$ cat config.mk
export PLATFORM = sky130hd
export DESIGN_NAME = idle_backlight_dimmer
export DESIGN_NICKNAME = d
export VERILOG_FILES = /design/src/rtl/ibd_pkg.sv /design/src/rtl/idle_backlight_dimmer.sv
export SDC_FILE = /design/constraint.sdc
export NUM_CORES = 1
export LEC_CHECK = 0
export ABC_AREA = 1
export BUFFER_PORTS_ARGS = -buffer_cell sky130_fd_sc_hd__buf_2
export CAP_MARGIN = 20
export CORE_MARGIN = 2
export CORE_UTILIZATION = 60
export DETAILED_ROUTE_END_ITERATION = 7
export PLACE_DENSITY = 0.83
export SLEW_MARGIN = 40
export SYNTH_ARGS = -nofsm -noshare
export SYNTH_HDL_FRONTEND = slang
export SYNTH_SLANG_ARGS = --single-unit
export TNS_END_PERCENT = 100
$ cat constraint.sdc
create_clock -name clk -period 3.1 [get_ports clk]
set_input_delay 0.31 -clock clk [delete_from_list [all_inputs] [get_ports clk]]
set_output_delay 0.31 -clock clk [all_outputs]
set_load 0.02 [all_outputs]
$ cat src/rtl/ibd_pkg.sv
// Package for the idle backlight dimmer.
// Holds the sequencer state type, the action and register codes and the stream field layout.
// No dependencies.
package ibd_pkg;

	typedef enum logic [0:0] {
		ST_IDLE,
		ST_RAMP
	} state_t;

	typedef enum logic [1:0] {
		ACT_TICK     = 2'd0,
		ACT_ACTIVITY = 2'd1,
		ACT_SET      = 2'd2,
		ACT_NONE     = 2'd3
	} action_t;

	// Configuration register indexes.
	localparam logic [1:0] REG_WAIT_TICKS = 2'd0;
	localparam logic [1:0] REG_DARK_LEVEL = 2'd1;
	localparam logic [1:0] REG_MAX_LEVEL  = 2'd2;
	localparam logic [1:0] REG_FORCE_MODE = 2'd3;

	// Force mode thresholds: dimming at max level needs at least FORCE_AT_MAX,
	// dimming on AC needs at least FORCE_ON_AC.
	localparam logic [1:0] FORCE_AT_MAX = 2'd1;
	localparam logic [1:0] FORCE_ON_AC  = 2'd2;

	// Ticks after a ramp during which user level changes are ignored.
	localparam logic [1:0] GATE_TICKS = 2'd2;

	// Field widths and positions on the streams.
	localparam int FIELD_W      = 6;
	localparam int IN_AC_POS    = 6;
	localparam int IN_REQ_POS   = 7;
	localparam int IN_DATA_W    = 16;
	localparam int OUT_DATA_W   = 8;
	localparam int WAIT_W       = 16;
	localparam int DARK_W       = 3;
	localparam int CFG_DATA_W   = 16;

endpackage

$ cat src/rtl/idle_backlight_dimmer.sv
// Idle backlight dimmer top level.
// Depends on ibd_pkg for codes, field layout and the sequencer state type.
//
// Usage: the slave stream takes one request per event: s_axis_tuser is the action
// (one-second tick, user activity, user level change) and s_axis_tdata carries the
// level read back from the panel, the AC flag and the level the user selected.
// Every request that starts a ramp produces a run of level steps on the master
// stream, one level apart, from the panel level to the target; m_axis_tlast marks
// the final step. Requests that start no ramp only update the idle state.
// Throughput: a request that starts no ramp leaves s_axis_tready high. A ramp holds it
// low until its last step is in the output register, one step per cycle while the
// receiver does not stall, from a single up/down level stepper; the widest ramp has 64
// steps. The first step passes from the stepper register into the output register.
// The master stream has an output register: when the receiver stalls, the step in
// the register holds and the stepper waits; the last step may still sit there while
// the next request is taken.
// Reset (arst_n low) loads the register reset values, clears the dim state, arms the
// idle countdown with the wait time and empties the output register.
// Configuration writes (cfg_we, cfg_index, cfg_data) are taken in any cycle and are
// meant to happen while no ramp is running; a new wait time applies at the next rearm.
module idle_backlight_dimmer
	import ibd_pkg::*;
#(
	parameter int LEVEL_BITS = 6
) (
	input  logic                  clk,
	input  logic                  arst_n,
	input  logic                  s_axis_tvalid,
	output logic                  s_axis_tready,
	// [5:0] actual_level, [6] on_ac, [12:7] new_level, [15:13] zero
	input  logic [IN_DATA_W-1:0]  s_axis_tdata,
	// [1:0] action
	input  logic [1:0]            s_axis_tuser,
	output logic                  m_axis_tvalid,
	input  logic                  m_axis_tready,
	// [5:0] drive_level, [7:6] zero
	output logic [OUT_DATA_W-1:0] m_axis_tdata,
	output logic                  m_axis_tlast,
	input  logic                  cfg_we,
	input  logic [1:0]            cfg_index,
	input  logic [CFG_DATA_W-1:0] cfg_data
);

	typedef logic [LEVEL_BITS-1:0] level_t;

	// Configuration registers.
	logic [WAIT_W-1:0] wait_ticks_q;
	logic [DARK_W-1:0] dark_level_q;
	logic [FIELD_W-1:0] max_level_q;
	logic [1:0]        force_mode_q;

	// Idle state.
	logic              dark_flag_q, dark_flag_d;
	level_t            before_dim_q, before_dim_d;
	level_t            saved_q, saved_d;
	logic [WAIT_W-1:0] countdown_q, countdown_d;
	logic              armed_q, armed_d;
	logic [1:0]        gate_q, gate_d;

	// Sequencer and stepper.
	state_t            state_q, state_d;
	level_t            lv_q, tgt_q, lv_step;
	logic              ramp_go;
	level_t            ramp_from, ramp_to;
	logic              accept, load_out, at_target;

	// Output register.
	logic              out_valid_q, out_valid_d;
	level_t            out_level_q;
	logic              out_last_q;

	action_t           act;
	level_t            actual, req, dark, top;
	logic              ac;

	assign accept = s_axis_tvalid && s_axis_tready;
	assign act    = action_t'(s_axis_tuser);
	assign actual = s_axis_tdata[LEVEL_BITS-1:0];
	assign ac     = s_axis_tdata[IN_AC_POS];
	assign req    = s_axis_tdata[IN_REQ_POS +: LEVEL_BITS];
	assign dark   = LEVEL_BITS'(dark_level_q);
	assign top    = max_level_q[LEVEL_BITS-1:0];

	// Decision on one request: next idle state and whether a ramp starts.
	always_comb begin
		dark_flag_d  = dark_flag_q;
		before_dim_d = before_dim_q;
		saved_d      = saved_q;
		countdown_d  = countdown_q;
		armed_d      = armed_q;
		gate_d       = gate_q;
		ramp_go      = 1'b0;
		ramp_from    = actual;
		ramp_to      = dark;
		case (act)
			ACT_TICK: begin
				if (gate_q < GATE_TICKS) begin
					gate_d = gate_q + 2'd1;
				end
				if (armed_q) begin
					if (countdown_q > WAIT_W'(1)) begin
						countdown_d = countdown_q - WAIT_W'(1);
					end else begin
						countdown_d = '0;
						armed_d     = 1'b0;
						if (!dark_flag_q) begin
							if ((ac && force_mode_q < FORCE_ON_AC) ||
							    (actual == top && force_mode_q < FORCE_AT_MAX)) begin
								countdown_d = wait_ticks_q;
								armed_d     = 1'b1;
							end else begin
								before_dim_d = actual;
								saved_d      = dark;
								ramp_go      = 1'b1;
								ramp_to      = dark;
								dark_flag_d  = 1'b1;
							end
						end
					end
				end
			end
			ACT_ACTIVITY: begin
				countdown_d = wait_ticks_q;
				armed_d     = 1'b1;
				if (dark_flag_q) begin
					if (actual > before_dim_q) begin
						saved_d = actual;
					end else begin
						saved_d = before_dim_q;
						ramp_go = 1'b1;
						ramp_to = before_dim_q;
					end
					dark_flag_d = 1'b0;
				end
			end
			ACT_SET: begin
				if (saved_q != req && gate_q >= GATE_TICKS) begin
					countdown_d = wait_ticks_q;
					armed_d     = 1'b1;
					if (dark_flag_q && req > dark) begin
						ramp_go     = 1'b1;
						ramp_to     = top;
						dark_flag_d = 1'b0;
					end else if (req < dark) begin
						ramp_go = 1'b1;
						ramp_to = dark;
					end
					saved_d = req;
				end
			end
			default: begin
			end
		endcase
		if (ramp_go) begin
			gate_d = '0;
		end
	end

	// Shared up/down stepper.
	assign at_target = (lv_q == tgt_q);
	assign lv_step   = (lv_q < tgt_q) ? lv_q + level_t'(1) : lv_q - level_t'(1);
	assign load_out  = (state_q == ST_RAMP) && (!out_valid_q || m_axis_tready);

	always_comb begin
		state_d     = state_q;
		out_valid_d = out_valid_q;
		if (m_axis_tready) begin
			out_valid_d = 1'b0;
		end
		case (state_q)
			ST_IDLE: begin
				if (accept && ramp_go) begin
					state_d = ST_RAMP;
				end
			end
			ST_RAMP: begin
				if (load_out) begin
					out_valid_d = 1'b1;
					if (at_target) begin
						state_d = ST_IDLE;
					end
				end
			end
			default: state_d = ST_IDLE;
		endcase
	end

	always_ff @(posedge clk or negedge arst_n) begin
		if (!arst_n) begin
			state_q     <= ST_IDLE;
			out_valid_q <= 1'b0;
		end else begin
			state_q     <= state_d;
			out_valid_q <= out_valid_d;
		end
	end

	always_ff @(posedge clk or negedge arst_n) begin
		if (!arst_n) begin
			wait_ticks_q <= WAIT_W'(3);
			dark_level_q <= '0;
			max_level_q  <= FIELD_W'(63);
			force_mode_q <= '0;
		end else if (cfg_we) begin
			case (cfg_index)
				REG_WAIT_TICKS: wait_ticks_q <= cfg_data[WAIT_W-1:0];
				REG_DARK_LEVEL: dark_level_q <= cfg_data[DARK_W-1:0];
				REG_MAX_LEVEL:  max_level_q  <= cfg_data[FIELD_W-1:0];
				REG_FORCE_MODE: force_mode_q <= cfg_data[1:0];
				default: begin
				end
			endcase
		end
	end

	always_ff @(posedge clk or negedge arst_n) begin
		if (!arst_n) begin
			dark_flag_q  <= 1'b0;
			before_dim_q <= '0;
			saved_q      <= '0;
			countdown_q  <= WAIT_W'(3);
			armed_q      <= 1'b1;
			gate_q       <= GATE_TICKS;
		end else if (accept) begin
			dark_flag_q  <= dark_flag_d;
			before_dim_q <= before_dim_d;
			saved_q      <= saved_d;
			countdown_q  <= countdown_d;
			armed_q      <= armed_d;
			gate_q       <= gate_d;
		end
	end

	// Stepper and output payload registers.
	always_ff @(posedge clk) begin
		if (accept && ramp_go) begin
			lv_q  <= ramp_from;
			tgt_q <= ramp_to;
		end else if (load_out) begin
			lv_q <= lv_step;
		end
		if (load_out) begin
			out_level_q <= lv_q;
			out_last_q  <= at_target;
		end
	end

	assign s_axis_tready = (state_q == ST_IDLE);
	assign m_axis_tvalid = out_valid_q;
	assign m_axis_tdata  = OUT_DATA_W'(out_level_q);
	assign m_axis_tlast  = out_last_q;

endmodule

* Word-level counts from Yosys, hierarchy flattened
Cells that the tools add are included.
** Word-level totals
- Register bits :: 80
- Output and inout bits :: 11
** Cells by class
- Bitwise operators :: 4
- Reductions and logical operators :: 26
- Add/sub/neg operators :: 4
- Muxes and demuxes :: 54
- Equality and inequality tests :: 15
- Magnitude comparators :: 9
** Operators by type and width (count)
- $mux W6 :: 14
- $mux W16 :: 5
- $pmux W16 S3 :: 1
- $mux W1 :: 25
- $pmux W6 S3 :: 1
- $gt A16 B1 Y1 const B :: 1
- $sub A16 B1 Y16 const B :: 1
- $ne A2 B2 Y1 const B :: 7
- $eq A6 B6 Y1 :: 2
- $pmux W6 S2 :: 1
- $reduce_and A6 Y1 :: 2
- $pmux W1 S3 :: 3
- $reduce_and A2 Y1 :: 4
- $reduce_and A8 Y1 :: 1
- $logic_and A1 B1 Y1 :: 7
- $add A6 B1 Y6 const B :: 1
- $eq A2 B2 Y1 const B :: 3
- $gt A6 B3 Y1 :: 1
- $gt A6 B6 Y1 :: 1
- $lt A6 B3 Y1 :: 1
- $lt A6 B6 Y1 :: 1
- $mux W2 :: 3
- $ne A6 B6 Y1 :: 1
- $reduce_and A3 Y1 :: 2
- 14 further kinds :: 23

* Logic depth before layout (Yosys ltp)
- Word-level depth :: 11
- Gate-level depth with buffers :: 15

* Worst setup path after synthesis
OpenSTA, ideal clock, no wires.
- Path kind :: register to register
- Start point :: register lv_q[1]
- End point :: register lv_q[5] (data pin)
- Library setup time :: 0.266 ns
- Cell stages (with the launch flop) :: 14
- Data arrival time :: 2.199 ns
- Clock period less this slack :: 2.465 ns
- Path buffers :: 0
- Slack :: 0.635 ns
- Cells stage by stage :: edfxtp_1 -> ha_1 -> inv_1 -> nor2_1 -> o21ai_0 -> o211ai_1 -> ha_1 -> a21oi_1 -> nand2_1 -> nand2_1 -> nand2_1 -> a21oi_1 -> xnor2_1 -> o21ai_0
** On the way
- Word-level cells in the longest chain between the ends :: 4
- Elaborated cells between the ends (all ways) :: 6
- Those cells by class :: 2 x add/sub; 1 x order compare; 3 x mux
** Ends and longest elaborated chain
- from (decl) :: RTL line idle_backlight_dimmer.sv:62 : level_t lv_q, tgt_q, lv_step;
- from (signal assigned) :: RTL line idle_backlight_dimmer.sv:237 : lv_q <= ramp_from;
- from (signal assigned) :: RTL line idle_backlight_dimmer.sv:240 : lv_q <= lv_step;
- $sub A6 B1 Y6, or another cell as far along :: RTL line idle_backlight_dimmer.sv:161 : assign lv_step = (lv_q < tgt_q) ? lv_q + level_t'(1) : lv_q - level_t'(1);
- $mux W6 (*) :: RTL line idle_backlight_dimmer.sv:161
- $mux W6 (*) :: RTL line idle_backlight_dimmer.sv:239 : end else if (load_out) begin
- $mux W6 (*) :: RTL line idle_backlight_dimmer.sv:236 : if (accept && ramp_go) begin
Mark *: on every way between the ends. The rest lies on a longest branch, timed or not. The select of a mux whose other input is x is not followed.
A chain may end at the register's enable or synchronous reset.

* Worst setup path after layout
Ends and elaborated chain as after synthesis.

==> results.txt <==
After floorplanning, the core was sized to cover roughly 8600 sq um. The worst register-to-register path has a depth of 13. The wire length after detailed routing came out at about 12000 um. In this run, synthesis produced a sequential element count of 80.

After synthesis, the netlist uses about 40 different library cells. The detailed-route wire length per cell came out at 14.1 um. The startpoint of the most critical register-to-register path is lv_q[1]. STA classifies the critical path endpoint as a register.

The setup check on the worst reg-to-reg path leaves a slack of approximately 0.3 ns. The antenna cell count is 0. In this run the most critical hold path is launched from cfg_data[7].

Ranked by total cell area, the synthesized netlist is headed by sky130_fd_sc_hd__dfrtp_1, sky130_fd_sc_hd__nand2_1, sky130_fd_sc_hd__edfxtp_1. The clock passes through at most 2 buffers. The worst min-delay path category is in2reg.

Counting both buffers and inverters, the worst setup path holds a total of 1. The signal on the critical path passes through ha_1, inv_1, nor2_1, o21ai_0, o211ai_1, ha_1, a21oi_1, nand2_1, nand2_1, nand2_1, a21oi_1, xnor2_1, o21ai_0. The power per unit of standard cell area is between 700 and 800 nW/um^2. The warning count from the yosys run is 0. The final max-slew violation count is 0. The reported max-cap violation count is 0. Final hold analysis gives a worst-case slack of around 0.18 ns. The synthesis-to-layout area growth came out at 10.0%. The number of antenna violations at the first check in global routing is 0. The static leakage is a little under 3 nW. The library cell contributing the largest single delay on the critical path is sky130_fd_sc_hd__edfxtp_1. The depth of the worst hold-timing path is 2. After synthesis, flip-flops and latches occupy just over 40% of the total area. The worst endpoint required time came out at between 3 and 4 ns. The minimum clock period after layout is between 2 and 3 ns. The via count of the first global-routing pass came out at between 4000 and 5000. The most common cell in the netlist is sky130_fd_sc_hd__nand2_1. The setup violation total in the final timing report is 0. Setup repair after global routing left no endpoint under its margin. For this run, the slowest stage of the critical path takes between 0.4 and 0.5 ns. The H-tree level count came out at 3. The first detailed-routing pass ran for 5 iterations. Once detail routing completed, the nets flagged for antenna violations numbered 0. The width of the die is slightly below 100 um.

Between clock sinks in the finished design, the worst skew comes to ~0.014 ns. The largest net degree at the start of global routing came out at between 40 and 50. The initialized floorplan defines 34 standard-cell rows.

The kind of cell with the highest combined delay on the critical path is compound AO/OA/AOI/OAI gates. The final hold violation count came out at 0. The tightest slew margin relative to the limit is approximately 58%. The share of the cycle needed by the critical path after routing is roughly nine tenths. The instance area at placement came out at between 5000 and 6000 sq um. STA classifies the critical path startpoint as a register. The maximum fanout along the worst path came out at 6.

The portion of synthesized cell area occupied by the leading cell type is between 20% and 30%. The global router's overall resource usage is a little over a quarter. For this run the aggregate overflow at the end of global routing stands at 0.

The CTS sink count came out at 80. The critical path class is reg2reg. The post-route cell area came out at between 5000 and 6000 sq um.

The cell count after synthesis is 699. The starting density of the core came out at 60.9%. The cell accounting for the most synthesized area is sky130_fd_sc_hd__dfrtp_1. The total via count after detailed routing is around 4700. The worst IR drop on VDD is roughly 0.00042 V. The wire length of the first global-routing pass came out at ~21000 um. Adding up every negative setup slack in the final design gives 0 ns. The number of flops mapped to enable cells by yosys came out at 19. The number of port buffers came out at 46.

In the routed design, unresolved DRC markers number 0. TritonCTS built the clock tree. The root buffer cell chosen for the clock tree is sky130_fd_sc_hd__clkbuf_8. After layout, the design draws a total of approximately 0.0045 W.

Once detailed placement completed, the half-perimeter wirelength came to a little under 9000 um. The critical path's most frequent cell is sky130_fd_sc_hd__nand2_1. The worst register-to-register path ends at lv_q[5]. The clock insertion delay at the later pin of the skew report is ~0.36 ns.

STA puts the critical path data arrival time at 2.90 ns. The run finished with clean final reports. The commonest register cell after synthesis is sky130_fd_sc_hd__dfrtp_1.

The routed via count divided by cell count came out at between 5 and 6. The iteration-0 DRC count of the detailed router came out at between 400 and 500. The final core area utilization came out at around 67%. The y dimension of the die is just under 100 um. The final layout net count came out at approximately 810.

The achievable clock frequency came out at between 300 and 400 MHz. The netlist area before placement is around 5200 sq um. The area of the die is about 9500 sq um.

The ratio of cells with drive above 1 in the final layout came out at about 18%. At the end of routability-driven placement, the weighted congestion stood at about 0.91. Counting the buffers created by CTS gives 9. The proportion of register bits with asynchronous set or reset after synthesis came out at around 76%. The average cell area after synthesis is between 7 and 8 sq um. For the pin with the worst max-slew slack, the measured transition is approximately 0.63 ns. The commonest cells after synthesis are sky130_fd_sc_hd__nand2_1, sky130_fd_sc_hd__inv_1, sky130_fd_sc_hd__nor2_1.

The top-level I/O count is between 50 and 60. The clock-pin transition on the worst setup and hold timing paths is ~0.090 ns. The worst hold path endpoint is wait_ticks_q[7].
==> cell families after synthesis <==
kind of cell,share of synthesized area [%]
DFF,40.3
buffers and inverters,9.18
xor gates and xnor gates,2.01
muxes,0.215
and+or+nand+nor,29.6
adders and majority gates,6.60
other,0.0716
AOI/OAI and AO/OA,12.0
==> placed cells by master (no fill, tap or decap), drive strengths merged <==
cell | netlist | layout
nand2 | 210 | 210
inv | 99 | 101
nor2 | 66 | 66
o21ai | 61 | 61
nand3 | 60 | 60
buf | 8 | 53
dfrtp | 49 | 49
a21oi | 41 | 41
ha | 26 | 26
edfxtp | 19 | 19
dfstp | 12 | 12
clkbuf | 12 | 11
xor2 | 9 | 9
nor3 | 6 | 6
o211ai | 4 | 4
or2 | 3 | 3
o21bai | 3 | 3
xnor2 | 3 | 3
conb | 1 | 2
clkinv | 0 | 2
nor3b | 1 | 1
nand4 | 1 | 1
mux2 | 1 | 1
nand3b | 1 | 1
o2111ai | 1 | 1
o22ai | 1 | 1
fa | 1 | 1
clkinvlp | 0 | 1
dlygate4sd3 | 0 | 1
==> routing by layer <==
metal	share of wire, %	vias up	routed length, um	track usage (%)
met5	0	-	0	0
met4	1.8	0	221	8.87
met3	5.8	22	708	5.47
met2	47	151	5650	43.4
met1	46	2189	5540	35.8
li1	-	2311	-	-
==> final cells by class <==
| class | count | area [sq um] |
|---|---|---|
| Inverter | 99 | 372 |
| Fill cell | 724 | 2830 |
| Sequential cell | 80 | 2110 |
| Multi-Input combinational cell | 501 | 2650 |
| Clock inverter | 5 | 36.3 |
| Timing Repair Buffer | 54 | 295 |
| Clock buffer | 11 | 163 |
| Tap cell | 108 | 135 |
==> registers in the layout, summed over array words and instances (netlist names), 6 cells and up <==
register and flops:
saved_q 6, tgt_q 6, out_level_q 6, lv_q 6, countdown_q 16, max_level_q 6
wait_ticks_q 16, before_dim_q 6
==> metrics by stage <==
step	worst slack (ns)	cells
after floorplan	0.635	700
after global placement	0.421	841
after detailed placement	0.332	841
after CTS	0.320	858
after global routing	0.0183	858
final	0.303	858
==> worst reg2reg max path, stage by stage, from the launching register on <==
cell and delay (ns):
sky130_fd_sc_hd__edfxtp_1 0.47, sky130_fd_sc_hd__ha_1 0.35, sky130_fd_sc_hd__inv_1 0.07, sky130_fd_sc_hd__nor2_1 0.04
sky130_fd_sc_hd__o21ai_0 0.14, sky130_fd_sc_hd__o211ai_1 0.29, sky130_fd_sc_hd__ha_1 0.44, sky130_fd_sc_hd__a21oi_1 0.15
sky130_fd_sc_hd__nand2_1 0.09, sky130_fd_sc_hd__nand2_1 0.09, sky130_fd_sc_hd__nand2_1 0.05, sky130_fd_sc_hd__a21oi_1 0.15
sky130_fd_sc_hd__xnor2_1 0.14, sky130_fd_sc_hd__o21ai_0 0.09
==> timing repair <==
action	4_1_cts	5_1_grt
hold endpoints to repair	34	0
hold buffers	1	0
gates resized for setup	0	0
setup buffers	0	0
==> power by group <==
| part | leakage [nW] | internal (W) | switching, W |
|---|---|---|---|
| registers | 0.911 | 0.00149 | 0.000259 |
| clock network | 0.101 | 0.000365 | 0.000413 |
| logic | 1.93 | 0.000744 | 0.00123 |
==> worst max-delay path by stage <==
stage                        from  cells past startpoint  slack, ns       to
final                     lv_q[1]                     13       0.30  lv_q[5]
after CTS                 lv_q[1]                     13       0.32  lv_q[5]
after detailed placement  lv_q[1]                     13       0.33  lv_q[5]
after global placement    lv_q[1]                     13       0.42  lv_q[5]
after global routing      lv_q[1]                     13       0.02  lv_q[5]
after floorplan           lv_q[1]                     13       0.64  lv_q[5]
Power figures use the tool's default switching activity.
